[config.mk]
export PLATFORM = sky130hd
export DESIGN_NAME = manchester_frame_transmitter
export DESIGN_NICKNAME = d
export VERILOG_FILES = /design/src/rtl/core/mft_pkg.sv /design/src/rtl/core/mft_front.sv /design/src/rtl/core/mft_queue.sv /design/src/rtl/core/mft_back.sv /design/src/rtl/core/manchester_frame_transmitter.sv
export SDC_FILE = /design/constraint.sdc
export NUM_CORES = 1
export LEC_CHECK = 0
export BUFFER_PORTS_ARGS = -buffer_cell sky130_fd_sc_hd__buf_2
export CAP_MARGIN = 20
export CORE_MARGIN = 3
export CORE_UTILIZATION = 35
export CTS_BUF_LIST = sky130_fd_sc_hd__clkbuf_4 sky130_fd_sc_hd__clkbuf_8 sky130_fd_sc_hd__clkbuf_16
export DETAILED_ROUTE_END_ITERATION = 6
export PLACE_DENSITY_LB_ADDON = 0.2
export SLEW_MARGIN = 40
export SYNTH_ARGS = -nofsm -noshare
export SYNTH_HDL_FRONTEND = slang
export SYNTH_HIERARCHICAL = 1
export SYNTH_SLANG_ARGS = --single-unit
export TNS_END_PERCENT = 50
[constraint.sdc]
create_clock -name clk -period 6 [get_ports clk]
set_input_delay 0 -clock clk [delete_from_list [all_inputs] [get_ports clk]]
set_output_delay 0 -clock clk [all_outputs]
set_load 0.05 [all_outputs]
[src/rtl/core/mft_pkg.sv]
// ---------------------------------------------------------------------------
// mft_pkg: shared types and constants for the Manchester frame transmitter
// Item and result layouts, frame phase codes, segment lengths and helpers.
// ---------------------------------------------------------------------------
`default_nettype none

package mft_pkg;

  // Frame timing constants
  localparam int unsigned SAFE_COPIES       = 3;
  localparam int unsigned START_PULSE_UNITS = 65;
  localparam int unsigned END_HIGH_UNITS    = 6;
  localparam int unsigned HALF_BIT_RESET    = 150;

  localparam int unsigned UNIT_W  = 8;   // holds any start pulse length
  localparam int unsigned TICK_W  = 16;
  localparam int unsigned WORD_W  = 32;
  localparam int unsigned WCODE_W = 2;
  localparam int unsigned MODE_W  = 2;
  localparam int unsigned BIT_W   = 5;
  localparam int unsigned COPY_W  = 2;
  localparam int unsigned QDEPTH  = 2;

  // Segment length in ticks and the tick counter that spans the longest one
  localparam int unsigned DUR_W = UNIT_W + TICK_W;
  localparam int unsigned CNT_W = $clog2(((START_PULSE_UNITS > END_HIGH_UNITS) ?
                                          START_PULSE_UNITS : END_HIGH_UNITS) *
                                         (1 << TICK_W));

  // Reliability mode codes
  localparam logic [MODE_W-1:0] MODE_UNSAFE = 2'd0;
  localparam logic [MODE_W-1:0] MODE_SAFE   = 2'd1;

  // Width codes
  localparam logic [WCODE_W-1:0] WCODE_BYTE = 2'd0;
  localparam logic [WCODE_W-1:0] WCODE_HALF = 2'd1;

  // Configuration register indexes
  localparam logic CFG_MODE = 1'b0;
  localparam logic CFG_HALF = 1'b1;

  // Frame phases, one-hot
  typedef enum logic [9:0] {
    PH_IDLE  = 10'b00_0000_0001,
    PH_BEG_H1 = 10'b00_0000_0010,
    PH_BEG_L1 = 10'b00_0000_0100,
    PH_BEG_H2 = 10'b00_0000_1000,
    PH_BEG_L2 = 10'b00_0001_0000,
    PH_MODE  = 10'b00_0010_0000,
    PH_WIDTH = 10'b00_0100_0000,
    PH_DATA  = 10'b00_1000_0000,
    PH_END_H = 10'b01_0000_0000,
    PH_END_L = 10'b10_0000_0000
  } phase_t;

  // Decoded item between front and back
  typedef struct packed {
    logic               req;
    logic [WORD_W-1:0]  word;
    logic [WCODE_W-1:0] width;
  } item_t;

  // One result, line_level in the lowest bit
  typedef struct packed {
    logic frame_done;
    logic rejected;
    logic busy_res;
    logic line_level;
  } res_t;

  // Configuration write
  typedef struct packed {
    logic              we;
    logic              index;
    logic [TICK_W-1:0] data;
  } cfg_wr_t;

  // Index of the first data bit sent (MSB) for a width code
  function automatic logic [BIT_W-1:0] top_bit(input logic [WCODE_W-1:0] w);
    logic [BIT_W-1:0] r;
    case (w)
      WCODE_BYTE: r = BIT_W'(7);
      WCODE_HALF: r = BIT_W'(15);
      default:    r = BIT_W'(31);
    endcase
    return r;
  endfunction

  // Segment length in half-bit units
  function automatic logic [UNIT_W-1:0] seg_units(input phase_t ph);
    logic [UNIT_W-1:0] r;
    case (ph)
      PH_BEG_H1, PH_BEG_L1, PH_BEG_H2: r = UNIT_W'(START_PULSE_UNITS);
      PH_END_H:                        r = UNIT_W'(END_HIGH_UNITS);
      default:                         r = UNIT_W'(1);
    endcase
    return r;
  endfunction

endpackage

`default_nettype wire

[src/rtl/core/mft_front.sv]
// ---------------------------------------------------------------------------
// mft_front: input side of the transmitter
// Takes stream items, decodes the send request and trims the word to width.
// ---------------------------------------------------------------------------
`default_nettype none

module mft_front (
  input  wire logic                 s_tvalid,
  output logic                      s_tready,
  input  wire logic [39:0]          s_tdata,
  input  wire logic                 s_tuser,
  input  wire logic                 q_full,
  output logic                      q_push,
  output mft_pkg::item_t            q_item
);
  import mft_pkg::*;

  logic [WORD_W-1:0]  word;
  logic [WCODE_W-1:0] wcode;

  assign word  = s_tdata[WORD_W-1:0];
  assign wcode = s_tdata[WORD_W +: WCODE_W];

  // Accept whenever the queue has room
  assign s_tready = !q_full;
  assign q_push   = s_tvalid && !q_full;

  // Decode and keep only the bits that will be sent
  always_comb begin
    q_item.req   = s_tuser;
    q_item.width = wcode;
    case (wcode)
      WCODE_BYTE: q_item.word = {24'd0, word[7:0]};
      WCODE_HALF: q_item.word = {16'd0, word[15:0]};
      default:    q_item.word = word;
    endcase
  end

endmodule

`default_nettype wire

[src/rtl/core/mft_queue.sv]
// ---------------------------------------------------------------------------
// mft_queue: two-entry queue between front and back
// Lets the input side keep taking items while the output side stalls.
// ---------------------------------------------------------------------------
`default_nettype none

module mft_queue (
  input  wire logic           clk,
  input  wire logic           rst,
  input  wire logic           push,
  input  wire mft_pkg::item_t push_item,
  input  wire logic           pop,
  output logic                full,
  output logic                empty,
  output mft_pkg::item_t      head
);
  import mft_pkg::*;

  item_t      slots [QDEPTH];
  logic       wr_ptr;
  logic       rd_ptr;
  logic [1:0] count;

  assign full  = (count == 2'(QDEPTH));
  assign empty = (count == 2'd0);
  assign head  = slots[rd_ptr];

  // Pointers and fill level
  always_ff @(posedge clk) begin
    if (rst) begin
      wr_ptr <= 1'b0;
      rd_ptr <= 1'b0;
      count  <= 2'd0;
    end else begin
      if (push) wr_ptr <= !wr_ptr;
      if (pop)  rd_ptr <= !rd_ptr;
      case ({push, pop})
        2'b10:   count <= count + 2'd1;
        2'b01:   count <= count - 2'd1;
        default: count <= count;
      endcase
    end
  end

  // Storage
  always_ff @(posedge clk) begin
    if (push) slots[wr_ptr] <= push_item;
  end

endmodule

`default_nettype wire

[src/rtl/core/mft_back.sv]
// ---------------------------------------------------------------------------
// mft_back: frame sequencer and line driver
// Runs one tick per item, holds the config registers, registers each result.
// ---------------------------------------------------------------------------
`default_nettype none

module mft_back (
  input  wire logic             clk,
  input  wire logic             rst,
  input  wire mft_pkg::cfg_wr_t cfg,
  input  wire logic             q_empty,
  input  wire mft_pkg::item_t   q_head,
  output logic                  q_pop,
  output logic                  m_tvalid,
  input  wire logic             m_tready,
  output logic [7:0]            m_tdata
);
  import mft_pkg::*;

  // Configuration
  logic [MODE_W-1:0] tx_mode;
  logic [TICK_W-1:0] half_bit_ticks;

  // Frame state
  phase_t             phase, phase_next;
  logic [CNT_W-1:0]   tick_count, tick_count_next;
  logic [BIT_W-1:0]   bit_index, bit_index_next;
  logic               second_half, second_half_next;
  logic [COPY_W-1:0]  copy_count, copy_count_next;
  logic [WORD_W-1:0]  held_word, held_word_next;
  logic [WCODE_W-1:0] held_width, held_width_next;
  logic [MODE_W-1:0]  held_mode, held_mode_next;

  res_t              res, res_q;
  logic              start;
  logic              cur_bit;
  logic              seg_end;
  logic [DUR_W-1:0]  dur;
  logic [DUR_W-1:0]  tick_inc;
  logic [TICK_W-1:0] h_eff;

  assign h_eff = (half_bit_ticks == '0) ? TICK_W'(1) : half_bit_ticks;
  assign q_pop = !q_empty && (!m_tvalid || m_tready);
  assign start = q_head.req && (phase == PH_IDLE) && (tx_mode inside {MODE_UNSAFE, MODE_SAFE});

  // Configuration registers
  always_ff @(posedge clk) begin
    if (rst) begin
      tx_mode        <= MODE_UNSAFE;
      half_bit_ticks <= TICK_W'(HALF_BIT_RESET);
    end else if (cfg.we) begin
      case (cfg.index)
        CFG_MODE: tx_mode        <= cfg.data[MODE_W-1:0];
        CFG_HALF: half_bit_ticks <= cfg.data;
        default:  ;
      endcase
    end
  end

  // One tick of the sequencer
  always_comb begin
    phase_next       = phase;
    tick_count_next  = tick_count;
    bit_index_next   = bit_index;
    second_half_next = second_half;
    copy_count_next  = copy_count;
    held_word_next   = held_word;
    held_width_next  = held_width;
    held_mode_next   = held_mode;
    res              = '0;
    cur_bit          = 1'b0;
    seg_end          = 1'b0;
    dur              = '0;
    tick_inc         = '0;

    res.rejected = q_head.req && !start;

    // Latch a new frame; this tick is its first
    if (start) begin
      held_word_next   = q_head.word;
      held_width_next  = q_head.width;
      held_mode_next   = tx_mode;
      copy_count_next  = (tx_mode == MODE_SAFE) ? COPY_W'(SAFE_COPIES - 1) : '0;
      phase_next       = PH_BEG_H1;
      tick_count_next  = '0;
      bit_index_next   = '0;
      second_half_next = 1'b0;
    end

    if (phase_next != PH_IDLE) begin
      res.busy_res = 1'b1;

      // Bit on the line for the coded phases
      case (phase_next)
        PH_MODE:  cur_bit = held_mode_next[bit_index_next[0]];
        PH_WIDTH: cur_bit = held_width_next[bit_index_next[0]];
        default:  cur_bit = held_word_next[bit_index_next];
      endcase

      case (phase_next)
        PH_BEG_H1, PH_BEG_H2, PH_END_H: res.line_level = 1'b1;
        PH_MODE, PH_WIDTH, PH_DATA:     res.line_level = second_half_next ? cur_bit : !cur_bit;
        default:                        res.line_level = 1'b0;
      endcase

      // Segment timing: ticks since the segment began against its current length
      dur             = {{TICK_W{1'b0}}, seg_units(phase_next)} *
                        {{UNIT_W{1'b0}}, h_eff};
      tick_inc        = DUR_W'(tick_count_next) + DUR_W'(1);
      seg_end         = (tick_inc >= dur);
      tick_count_next = seg_end ? '0 : tick_inc[CNT_W-1:0];

      // Segment advance
      if (seg_end) begin
        case (phase_next)
          PH_BEG_H1: phase_next = PH_BEG_L1;
          PH_BEG_L1: phase_next = PH_BEG_H2;
          PH_BEG_H2: phase_next = PH_BEG_L2;
          PH_BEG_L2: begin
            phase_next       = PH_MODE;
            bit_index_next   = BIT_W'(1);
            second_half_next = 1'b0;
          end
          PH_MODE, PH_WIDTH, PH_DATA: begin
            if (!second_half_next) begin
              second_half_next = 1'b1;
            end else begin
              second_half_next = 1'b0;
              if (bit_index_next != '0) begin
                bit_index_next = bit_index_next - BIT_W'(1);
              end else if (phase_next == PH_MODE) begin
                phase_next     = PH_WIDTH;
                bit_index_next = BIT_W'(1);
              end else if (phase_next == PH_WIDTH) begin
                phase_next     = PH_DATA;
                bit_index_next = top_bit(held_width_next);
              end else begin
                phase_next = PH_END_H;
              end
            end
          end
          PH_END_H: phase_next = PH_END_L;
          PH_END_L: begin
            if (copy_count_next != '0) begin
              copy_count_next  = copy_count_next - COPY_W'(1);
              phase_next       = PH_DATA;
              bit_index_next   = top_bit(held_width_next);
              second_half_next = 1'b0;
            end else begin
              phase_next     = PH_IDLE;
              res.frame_done = 1'b1;
            end
          end
          default: phase_next = PH_IDLE;
        endcase
      end
    end
  end

  // State and control
  always_ff @(posedge clk) begin
    if (rst) begin
      phase       <= PH_IDLE;
      tick_count  <= '0;
      bit_index   <= '0;
      second_half <= 1'b0;
      copy_count  <= '0;
      held_word   <= '0;
      held_width  <= '0;
      held_mode   <= '0;
      m_tvalid    <= 1'b0;
    end else begin
      if (q_pop) begin
        phase       <= phase_next;
        tick_count  <= tick_count_next;
        bit_index   <= bit_index_next;
        second_half <= second_half_next;
        copy_count  <= copy_count_next;
        held_word   <= held_word_next;
        held_width  <= held_width_next;
        held_mode   <= held_mode_next;
        m_tvalid    <= 1'b1;
      end else if (m_tready) begin
        m_tvalid <= 1'b0;
      end
    end
  end

  // Result register
  always_ff @(posedge clk) begin
    if (q_pop) res_q <= res;
  end

  assign m_tdata = {4'd0, res_q};

endmodule

`default_nettype wire

[src/rtl/core/manchester_frame_transmitter.sv]
// ---------------------------------------------------------------------------
// manchester_frame_transmitter: Manchester coded frame sender, top level
// Front decodes items, a two-entry queue decouples it from the sequencer.
// ---------------------------------------------------------------------------
//
//  Channel   Dir   Handshake            Payload
//  s_*       in    s_tvalid / s_tready  tdata: data_word, width_code; tuser: kind
//  m_*       out   m_tvalid / m_tready  tdata: line_level, busy_res, rejected,
//                                       frame_done
//  cfg_*     in    cfg_we               cfg_index, cfg_data
//
//  One item in, one result out; sustained rate one item per clock while m_tready stays high.
//  From input to result, each item passes the queue and then the result register.
//  Reset (rst, synchronous) empties the queue and returns the line to idle.
//  A stalled output fills the queue, then drops s_tready; no item is lost.
// ---------------------------------------------------------------------------
`default_nettype none

module manchester_frame_transmitter (
  input  wire logic        clk,
  input  wire logic        rst,
  input  wire logic        s_tvalid,
  output logic             s_tready,
  input  wire logic [39:0] s_tdata,   // [31:0] data_word, [33:32] width_code
  input  wire logic        s_tuser,   // [0] kind
  output logic             m_tvalid,
  input  wire logic        m_tready,
  output logic [7:0]       m_tdata,   // [0] line_level, [1] busy_res,
                                      // [2] rejected, [3] frame_done
  input  wire logic        cfg_we,
  input  wire logic        cfg_index,
  input  wire logic [15:0] cfg_data
);
  import mft_pkg::*;

  item_t   push_item;
  item_t   head;
  logic    push;
  logic    pop;
  logic    q_full;
  logic    q_empty;
  cfg_wr_t cfg;

  assign cfg.we    = cfg_we;
  assign cfg.index = cfg_index;
  assign cfg.data  = cfg_data;

  mft_front u_front (
    .s_tvalid (s_tvalid),
    .s_tready (s_tready),
    .s_tdata  (s_tdata),
    .s_tuser  (s_tuser),
    .q_full   (q_full),
    .q_push   (push),
    .q_item   (push_item)
  );

  mft_queue u_queue (
    .clk       (clk),
    .rst       (rst),
    .push      (push),
    .push_item (push_item),
    .pop       (pop),
    .full      (q_full),
    .empty     (q_empty),
    .head      (head)
  );

  mft_back u_back (
    .clk      (clk),
    .rst      (rst),
    .cfg      (cfg),
    .q_empty  (q_empty),
    .q_head   (head),
    .q_pop    (pop),
    .m_tvalid (m_tvalid),
    .m_tready (m_tready),
    .m_tdata  (m_tdata)
  );

  // Checks
  a_done_busy: assert property (@(posedge clk) disable iff (rst)
    m_tvalid && m_tdata[3] |-> m_tdata[1])
    else $error("frame end without busy");

  a_idle_low: assert property (@(posedge clk) disable iff (rst)
    m_tvalid && !m_tdata[1] |-> !m_tdata[0])
    else $error("line high while idle");

  a_queue_flags: assert property (@(posedge clk) disable iff (rst)
    !(q_full && q_empty))
    else $error("queue full and empty");

  a_no_pop_empty: assert property (@(posedge clk) disable iff (rst)
    pop |-> !q_empty)
    else $error("pop from empty queue");

endmodule

`default_nettype wire
==> results of run 1 <==
[stage by stage]
step	utilization	hold slack (ns)	cell area [sq um]
after detailed placement	0.397	0.192	12200
after floorplan	-	0.0691	11200
after global routing	0.456	0.0350	14100
after CTS	0.447	0.00651	13800
after global placement	0.397	0.190	12200
final	0.456	0.0318	14100
[per-layer routing]
layer	up-vias	share of wire	global-route usage
met2	150	0.50	0.285
met4	0	0.019	0.0454
met1	4349	0.45	0.204
met3	32	0.028	0.0182
met5	-	0	0
li1	4523	-	-
[flip-flops by register name (all words and copies together) (netlist names), 2 cells and up, named ones only]
name and cells:
u_back/held_width 2, u_back/bit_index 5, u_queue/count 2, u_back/copy_count 2, u_back/held_word 32, u_back/tx_mode 2, u_queue/slots 70, u_back/m_tdata 4
u_back/held_mode 2, u_back/phase 10, u_back/half_bit_ticks 16, u_back/tick_count 23
[worst reg2reg max path: cells and delay by family, from the launching register on]
family / cells / cell delay (ns)
adder cells (fa/ha/maj): 5 / 1.61
flip-flops: 1 / 0.34
XOR/XNOR: 1 / 0.09
buffers and inverters: 6 / 0.66
AND/OR/NAND/NOR: 10 / 2.28
AO/OA/AOI/OAI: 8 / 1.22
[report_power, final]
part	leakage (nW)	switching, mW	internal, mW
combinational	3.75	0.822	0.575
sequential	1.52	0.0683	1.41
clock	0.290	0.560	0.563
[cells in the mapped netlist, drive strengths merged (9+ instances only)]
library cell	number
a211oi	10
a21oi	106
a31oi	9
and2	54
buf	40
clkbuf	36
dfxtp	101
edfxtp	74
fa	25
ha	83
inv	86
mux2	36
mux2i	11
nand2	164
nand3	54
nand4	9
nor2	65
nor2b	20
nor3	25
nor4	9
o21a	12
o21ai	37
or3	9
xnor2	13
xor2	26
[area by class of cell]
cell class,instances,area (sq um)
multi-input combinational,872,6620
tap,396,495
timing repair buffer,220,1780
fill,2954,16800
sequential,175,4250
clock inverter,15,168
inverter,87,327
clock buffer,17,425
[cells in the final DEF (no fill, tap or decap), types with 5 or more instances in the layout]
master,synthesis,routed
a211oi_1,10,7
a21oi_1,106,101
a21oi_2,0,5
a31oi_1,9,8
and2_1,51,41
and2_4,0,9
and3_1,8,8
buf_2,16,62
buf_4,18,94
clkbuf_16,0,19
dfxtp_1,101,96
dlygate4sd3_1,0,52
edfxtp_1,74,74
fa_1,25,24
ha_1,83,70
ha_4,0,12
inv_1,86,82
mux2_2,36,35
mux2i_1,11,11
mux4_2,7,7
nand2_1,164,163
nand2b_1,7,7
nand3_1,54,36
nand3_2,0,18
nand4_1,9,9
nor2_1,63,62
nor2b_1,20,18
nor3_1,23,20
nor4_1,6,6
o211ai_1,6,6
o21a_1,11,11
o21ai_0,30,26
o21ai_1,6,5
o21ai_2,1,5
or3_1,9,7
xnor2_1,13,13
xor2_1,26,26
[logic make-up after synthesis]
kind of cell               Yosys count  synth area share
AOI/OAI and AO/OA                  218             0.119
xor gates and xnor gates            39            0.0309
adders and majority gates          108             0.139
buffers and inverters              163            0.0654
DFF                                175             0.384
muxes                               54            0.0609
other                                1          0.000340
and+or+nand+nor                    446             0.200
[how the worst max path moves through the flow]
stage / start / end / slack, ns / depth (start not counted)
after floorplan: u_back/phase[1]$_SDFFE_PP0P_ / u_back/phase[6]$_SDFFE_PP0P_ / 0.007 / 29
after global placement: u_back/phase[0]$_SDFFE_PP1P_ / u_back/tick_count[22]$_SDFFE_PP0P_ / -0.31 / 30
after detailed placement: u_back/phase[4]$_SDFFE_PP0P_ / u_back/phase[5]$_SDFFE_PP0P_ / -0.40 / 27
after CTS: u_back/phase[2]$_SDFFE_PP0P_ / u_back/phase[6]$_SDFFE_PP0P_ / -0.32 / 28
after global routing: u_back/phase[0]$_SDFFE_PP1P_ / u_back/phase[6]$_SDFFE_PP0P_ / -0.67 / 28
final: u_back/phase[0]$_SDFFE_PP1P_ / u_back/bit_index[1]$_SDFFE_PP0P_ / -0.32 / 30
[timing repair]
item	CTS	global route
setup buffers	9	4
gates resized for setup	47	39
endpoints found under the setup margin	42	42
hold buffers	52	0
gates cloned	6	3
pin swaps	26	37
endpoints found under the hold margin	87	0
==> flow_metrics.env, run 1 <==
export IMPL_min_period_over_period=1.05
export IMPL_via_per_inst=5.08
export IMPL_hp_start="s_tvalid"
export IMPL_drive_above_1_share=0.250
export IMPL_worstMarginPinSlew_ns=0.820
export IMPL_hold_path_endpoint="u_queue/wr_ptr$_SDFFE_PP0P_"
export IMPL_p_per_area_nw_per_um2=284
export IMPL_rsz0062_at_grt="true"
export IMPL_violations="negative setup slack"
export IMPL_synth_edf_count=74
export IMPL_gp_congestion=0.822
export IMPL_status="complete, but fails checks"
export IMPL_cts_sinks=175
export IMPL_clk_insertion_delay_late_ns=0.44
export IMPL_antenna_found_initial=0
export IMPL_rr_worst_depth=30
export IMPL_grt_usage=0.159
export IMPL_nets=1544
export IMPL_ir_worst_vdd_uv=165
export IMPL_worst_path_max_delay_cell="fa_1"
export IMPL_timing_fmax_ghz=0.158
export IMPL_p_leak_nw=5.56
export IMPL_r2r_end="u_back/bit_index[1]$_SDFFE_PP0P_"
export IMPL_r2r_setup_slack_ns=-0.32
export IMPL_coreArea_sq_um=30800
export IMPL_port_buffer_count=62
export IMPL_cts_tree="built"
export IMPL_rows=64
export IMPL_postSynth_asyncResetShare=0
export IMPL_netlist_area_sq_um=11000
export IMPL_vias=9054
export IMPL_fin_ws_ns=-0.324
export IMPL_synth_seq_cells=175
export IMPL_skew_ns=0.0256
export IMPL_worst_path_max_fanout=7
export IMPL_cts_root_buf="clkbuf_16"
export IMPL_holdPathStages=4
export IMPL_start_util=0.358
export IMPL_wl_mm=27.1
export IMPL_dieArea_sq_um=33700
export IMPL_seq_area_frac_synth=0.384
export IMPL_drc=0
export IMPL_detailedRoute_firstIterationViolations=438
export IMPL_worstPathRequired_ns=6.32
export IMPL_final_antenna_net_count=0
export IMPL_setup_tns_ns=-8.95
export IMPL_cp_start_kind="flop"
export IMPL_areaGrowthSynthToFinish_pct=27.3
export IMPL_worst_path_buf_inv=6
export IMPL_die_h_um=184
export IMPL_h_tree_depth=4
export IMPL_max_slew_margin_rel=0.454
export IMPL_cap_violations=0
export IMPL_dr_pass1_iters=6
export IMPL_hp_class="input pin to flop"
export IMPL_path_clk_slew_ns=0.08
export IMPL_r2r_start="u_back/phase[0]$_SDFFE_PP1P_"
export IMPL_critPathMaxStageDelay_ns=0.52
export IMPL_pre_cts_slack_ns=-0.403
export IMPL_grt_max_degree=70
export IMPL_yosys_warnings=6
export IMPL_crit_arrival_ns=6.64
export IMPL_routedWlPerCell_um=15.2
export IMPL_pin_count=73
export IMPL_final_cells=1782
export IMPL_cts_made_buffers=17
export IMPL_place_inst=1676
export IMPL_die_x_um=184
export IMPL_setup_viol=42
export IMPL_clock_path_buffers=2
export IMPL_postSynthCellCount=1204
export IMPL_p_total_mw=4.00
export IMPL_finalHoldViolCount=0
export IMPL_slew_viol_final=0
export IMPL_antenna_cells=0
export IMPL_path_class="flop to flop"
export IMPL_synth_area_leaders="edfxtp_1 (20%), dfxtp_1 (18%), ha_1 (9.4%)"
export IMPL_postSynthAreaPerCell_sq_um=9.17
export IMPL_overflow=0
export IMPL_yosysTopAreaCell="edfxtp_1"
export IMPL_grt_pass1_wl_mm=44.4
export IMPL_critPathCaptureType="flop"
export IMPL_hpwl_mm=18.3
export IMPL_critPathTopFamily="simple AND/OR/NAND/NOR gates"
export IMPL_grt_pass1_vias=8974
export IMPL_ys_flop_type="dfxtp_1"
export IMPL_yosys_area_top_type_share=0.201
export IMPL_synthDistinctLibCells=74
export IMPL_min_period_ns=6.32
No activity file was read; power rests on OpenSTA's default activity.
==> run 2: changes to the inputs <==
- CORE_ASPECT_RATIO: not set -> 0.9
==> run 2 against run 1 <==
- the run still ends with negative setup slack left
- die area about the same
- power increased by 2.2%
- utilization increased by 1.2 points
- worst hold slack got worse by 0.016 ns
- wire length increased by 2.6%
- setup slack got worse by 0.082 ns
- largest power group unchanged
- design area increased by 3.2%
- first-iteration DRC count increased by 50%
- clock power about the same
- sequential power about the same
- register-to-register slack got worse by 0.08 ns
- final cell count increased by 2.6%
- critical endpoint is now u_back/copy_count[0]$_SDFFE_PP0P_
==> flow_metrics.env, run 2 (synthesized netlist as in run 1, its figures left out) <==
export IMPL_timing_fmax_ghz=0.156
export IMPL_drc=0
export IMPL_gp_congestion=0.825
export IMPL_grt_pass1_vias=9135
export IMPL_r2r_start="u_back/phase[4]$_SDFFE_PP0P_"
export IMPL_cts_made_buffers=17
export IMPL_vias=9258
export IMPL_min_period_over_period=1.07
export IMPL_routedWlPerCell_um=15.2
export IMPL_clock_path_buffers=2
export IMPL_p_sw_mw=1.45
export IMPL_worst_path_max_fanout=4
export IMPL_start_util=0.356
export IMPL_coreArea_sq_um=31000
export IMPL_grt_pass1_wl_mm=45.9
export IMPL_mostFrequentLayoutCells="nand2_1 (161), buf_4 (108), a21oi_1 (102), dfxtp_1 (94), inv_1 (79)"
export IMPL_pin_count=73
export IMPL_rows=61
export IMPL_status="complete, but fails checks"
export IMPL_holdPathStages=4
export IMPL_port_buffer_count=62
export IMPL_pwr_share_seq=0.362
export IMPL_max_slew_margin_rel=0.514
export IMPL_ir_worst_vdd_uv=288
export IMPL_path_class="flop to flop"
export IMPL_worstPathRequired_ns=6.35
export IMPL_p_leak_nw=5.78
export IMPL_detailedRoute_firstIterationViolations=655
export IMPL_wl_mm=27.9
export IMPL_combPwrFrac=0.361
export IMPL_fin_ws_ns=-0.406
export IMPL_hp_class="input pin to flop"
export IMPL_worstMarginPinSlew_ns=0.723
export IMPL_die_h_um=175
export IMPL_finalHoldViolCount=0
export IMPL_grt_max_degree=52
export IMPL_cp_start_kind="flop"
export IMPL_areaGrowthSynthToFinish_pct=31.4
export IMPL_dr_pass1_iters=5
export IMPL_worst_path_max_delay_cell="fa_1"
export IMPL_switching_share=0.353
export IMPL_rr_worst_depth=29
export IMPL_crit_arrival_ns=6.76
export IMPL_h_tree_depth=4
export IMPL_cts_sinks=175
export IMPL_hp_start="cfg_we"
export IMPL_cts_root_buf="clkbuf_16"
export IMPL_hpwl_mm=18.9
export IMPL_pwr_share_clk=0.277
export IMPL_largest_reg_flops=70
export IMPL_r2r_end="u_back/copy_count[0]$_SDFFE_PP0P_"
export IMPL_largest_register="u_queue/slots"
export IMPL_cts_tree="built"
export IMPL_fill_cells=3009
export IMPL_antenna_found_initial=0
export IMPL_grt_usage=0.163
export IMPL_final_antenna_net_count=0
export IMPL_clk_insertion_delay_late_ns=0.43
export IMPL_path_clk_slew_ns=0.07
export IMPL_hold_path_endpoint="u_back/tx_mode[1]$_SDFFE_PP0P_"
export IMPL_overflow=0
export IMPL_die_x_um=193
export IMPL_slew_viol_final=0
export IMPL_setup_viol=42
export IMPL_antenna_cells=0
export IMPL_min_period_ns=6.41
export IMPL_critPathCaptureType="flop"
export IMPL_rsz0062_at_grt="true"
export IMPL_r2r_setup_slack_ns=-0.41
export IMPL_setup_tns_ns=-12.67
export IMPL_dieArea_sq_um=33700
export IMPL_critPathMaxStageDelay_ns=0.54
export IMPL_drive_above_1_share=0.269
export IMPL_p_int_mw=2.64
export IMPL_skew_ns=0.0126
export IMPL_via_per_inst=5.06
export IMPL_p_total_mw=4.09
export IMPL_reg_top3="u_queue/slots (70), u_back/held_word (32), u_back/tick_count (23)"
export IMPL_p_per_area_nw_per_um2=282
export IMPL_cap_violations=0
export IMPL_layout_commonest_cell="nand2_1"
export IMPL_nets=1578
export IMPL_violations="negative setup slack"
## run 2: area by class of cell
type | instances | area [sq um] | area share
clock buffers | 19 | 447 | 0.0308
clock inverters | 13 | 150 | 0.0103
inverters | 87 | 327 | 0.0225
multi-input cells | 871 | 6710 | 0.462
flip-flops and latches | 175 | 4260 | 0.293
well taps | 409 | 512 | 0.0353
repair buffers | 255 | 2120 | 0.146
## run 2: power by group through the flow
stage          clock, mW  sequential [mW]  combinational [mW]
2_1_floorplan          0             1.54               0.875
3_3_place_gp           0             1.51                1.29
3_5_place_dp           0             1.51                1.29
4_1_cts             1.17             1.48                1.43
5_1_grt             1.21             1.50                1.63
6_report            1.13             1.48                1.47
## run 2: how the worst max path moves through the flow
| stage | startpoint | to | depth (start not counted) |
|---|---|---|---|
| 2_1_floorplan | u_back/phase[1]$_SDFFE_PP0P_ | u_back/phase[6]$_SDFFE_PP0P_ | 29 |
| 3_3_place_gp | u_back/phase[4]$_SDFFE_PP0P_ | u_back/tick_count[14]$_SDFFE_PP0P_ | 29 |
| 3_5_place_dp | u_back/phase[4]$_SDFFE_PP0P_ | u_back/tick_count[22]$_SDFFE_PP0P_ | 28 |
| 4_1_cts | u_back/phase[5]$_SDFFE_PP0P_ | u_back/phase[6]$_SDFFE_PP0P_ | 27 |
| 5_1_grt | u_back/phase[4]$_SDFFE_PP0P_ | u_back/copy_count[0]$_SDFFE_PP0P_ | 29 |
| 6_report | u_back/phase[4]$_SDFFE_PP0P_ | u_back/copy_count[0]$_SDFFE_PP0P_ | 29 |
## run 2: repair_timing
item | CTS | global route
pin swaps | 53 | 71
gates cloned | 5 | 0
buffers inserted | 20 | 8
hold buffers | 65 | 0
gates resized for setup | 69 | 53
hold endpoints to repair | 91 | 0
endpoints found under the setup margin | 42 | 42
## run 2: per-layer routing
metal,GRT usage,share of wire,vias up
met2,0.274,0.47,158
met4,0.0425,0.017,0
met1,0.223,0.48,4475
met3,0.0221,0.029,33
met5,0,0,-
li1,-,-,4592
## run 2: worst max-delay path, delay by kind of cell (launching register included)
family                   cells  cell delay [ns]
adder cells (fa/ha/maj)      5             1.62
XOR/XNOR                     1             0.16
AND/OR/NAND/NOR             11             2.58
buffers and inverters        4             0.38
flip-flops                   1             0.35
AO/OA/AOI/OAI                8             1.21
## run 2: stage by stage
stage                     hold slack, ns  worst slack (ns)  cells  utilization  instance area [sq um]
after global placement             0.189            -0.410   1701        0.399                  12400
after detailed placement           0.191            -0.473   1702        0.399                  12400
after floorplan                   0.0691           0.00651   1207            -                  11200
final                             0.0160            -0.406   1829        0.468                  14500
after CTS                       0.000154            -0.372   1824        0.459                  14200
after global routing              0.0426            -0.704   1829        0.468                  14500
==> run 3: changes to the inputs <==
- MAX_ROUTING_LAYER: not set -> met4
==> run 3 against run 2 <==
- the run still ends with negative setup slack left
- wire length is 0.36% higher
- combinational power barely moved
- fmax is 0.12% higher
- sequential cell count unchanged
- global-route usage is 0.47 points higher
- non-clock buffer count is the same
- count of clock-buffer cells in the layout unchanged
- sequential share of layout area is the same
- clock skew fell by 0.0017 ns
- setup slack improved by 0.0077 ns
- power is essentially flat
- clock power barely moved
- critical endpoint is now u_back/phase[6]$_SDFFE_PP0P_
==> flow_metrics.env, run 3 (synthesized netlist as in run 1, its figures left out) <==
export IMPL_worst_path_max_fanout=4
export IMPL_slew_viol_final=0
export IMPL_min_period_over_period=1.07
export IMPL_p_int_mw=2.64
export IMPL_path_clk_slew_ns=0.08
export IMPL_cts_sinks=175
export IMPL_areaGrowthSynthToFinish_pct=31.4
export IMPL_r2r_start="u_back/phase[4]$_SDFFE_PP0P_"
export IMPL_timing_fmax_ghz=0.156
export IMPL_crit_arrival_ns=6.75
export IMPL_hpwl_mm=18.9
export IMPL_drive_above_1_share=0.269
export IMPL_setup_viol=42
export IMPL_mostFrequentLayoutCells="nand2_1 (161), buf_4 (108), a21oi_1 (102), dfxtp_1 (94), inv_1 (79)"
export IMPL_status="complete, but fails checks"
export IMPL_hp_start="cfg_we"
export IMPL_critPathMaxStageDelay_ns=0.54
export IMPL_combPwrFrac=0.360
export IMPL_h_tree_depth=4
export IMPL_wl_mm=28.0
export IMPL_pwr_share_seq=0.362
export IMPL_overflow=0
export IMPL_drc=0
export IMPL_die_h_um=175
export IMPL_final_cells=1829
export IMPL_fin_ws_ns=-0.398
export IMPL_via_per_inst=5.06
export IMPL_final_area_sq_um=14500
export IMPL_clk_insertion_delay_late_ns=0.43
export IMPL_pwr_share_clk=0.277
export IMPL_nets=1578
export IMPL_rows=61
export IMPL_antenna_found_initial=0
export IMPL_critPathCaptureType="flop"
export IMPL_gp_congestion=0.838
export IMPL_routedWlPerCell_um=15.3
export IMPL_final_antenna_net_count=0
export IMPL_finalHoldViolCount=0
export IMPL_p_sw_mw=1.45
export IMPL_violations="negative setup slack"
export IMPL_dr_pass1_iters=5
export IMPL_hp_class="input pin to flop"
export IMPL_cts_tree="built"
export IMPL_p_per_area_nw_per_um2=282
export IMPL_placed_cell_area_sq_um=12400
export IMPL_start_util=0.356
export IMPL_whs_ns=0.0188
export IMPL_detailedRoute_firstIterationViolations=688
export IMPL_place_inst=1702
export IMPL_max_slew_margin_rel=0.515
export IMPL_port_buffer_count=62
export IMPL_rsz0062_at_grt="true"
export IMPL_skew_ns=0.0109
export IMPL_die_x_um=193
export IMPL_worst_path_max_delay_cell="fa_1"
export IMPL_coreArea_sq_um=31000
export IMPL_antenna_cells=0
export IMPL_reg_top3="u_queue/slots (70), u_back/held_word (32), u_back/tick_count (23)"
export IMPL_largest_register="u_queue/slots"
export IMPL_grt_max_degree=52
export IMPL_cp_start_kind="flop"
export IMPL_vias=9253
export IMPL_largest_reg_flops=70
export IMPL_cts_root_buf="clkbuf_16"
export IMPL_cap_violations=0
export IMPL_worstMarginPinSlew_ns=0.721
export IMPL_min_period_ns=6.40
export IMPL_switching_share=0.354
export IMPL_p_total_mw=4.09
export IMPL_grt_pass1_wl_mm=45.8
export IMPL_path_class="flop to flop"
export IMPL_layout_commonest_cell="nand2_1"
export IMPL_startpoint="u_back/phase[4]$_SDFFE_PP0P_"
export IMPL_p_leak_nw=5.78
export IMPL_pin_count=73
export IMPL_worstPathRequired_ns=6.35
export IMPL_pre_cts_slack_ns=-0.473
export IMPL_grt_pass1_vias=9147
export IMPL_cts_made_buffers=17
export IMPL_grt_usage=0.168
export IMPL_clock_path_buffers=2
export IMPL_dieArea_sq_um=33700
export IMPL_ir_worst_vdd_uv=290
==> run 3: cell counts in the layout (fill, tap and decap cells not counted) <==
Identical to the previous run, type by type.
==> run 3: final timing paths <==
path | to | slack, ns | cells after the start
setup reg to reg | u_back/phase[6]$_SDFFE_PP0P_ | -0.40 | 28
hold reg to reg | u_back/held_word[24]$_SDFFE_PP0P_ | 0.45 | 2
hold / removal | u_back/tx_mode[1]$_SDFFE_PP0P_ | 0.02 | 4
setup / recovery | u_back/phase[6]$_SDFFE_PP0P_ | -0.40 | 28
==> run 3: repair_timing <==
item	4_1_cts	5_1_grt
pin swaps	53	71
endpoints found under the hold margin	91	0
cloned	5	0
hold buffers	65	0
setup buffers	20	8
setup endpoints to repair	42	42
gates resized for setup	69	53
==> run 3: stage by stage <==
stage	setup TNS, ns	util
global placement	-14.34	0.399
CTS	-7.54	0.459
global route	-24.32	0.468
detailed placement	-16.92	0.399
finish	-12.35	0.468
floorplan	0	-
==> run 3: power by group through the flow <==
| stage | Sequential [mW] | Combinational (mW) | Clock [mW] |
|---|---|---|---|
| final | 1.48 | 1.47 | 1.13 |
| after global routing | 1.50 | 1.63 | 1.21 |
| after CTS | 1.48 | 1.43 | 1.17 |
| after detailed placement | 1.51 | 1.29 | 0 |
| after global placement | 1.51 | 1.29 | 0 |
| after floorplan | 1.54 | 0.875 | 0 |
==> run 3: final cells by class <==
cell class | count | area (sq um)
multi-input combinational | 871 | 6710
inverter | 87 | 327
fill | 3009 | 16500
clock inverter | 13 | 150
clock buffer | 19 | 447
sequential | 175 | 4260
timing repair buffer | 255 | 2120
tap | 409 | 512
==> run 3: worst max-delay path, delay by kind of cell, from the launching register on <==
family | cells | cell delay, ns
buffers and inverters | 3 | 0.23
adders and majority gates | 5 | 1.62
xor gates and xnor gates | 1 | 0.16
DFF | 1 | 0.35
and+or+nand+nor | 11 | 2.65
AOI/OAI and AO/OA | 8 | 1.29
==> run 3: per-layer routing <==
metal | routed length (um) | vias up | global-route usage
met5 | 0 | - | -
met4 | 441 | 0 | 0.0371
met3 | 898 | 40 | 0.0244
met2 | 13300 | 176 | 0.274
met1 | 13400 | 4449 | 0.223
li1 | - | 4588 | -
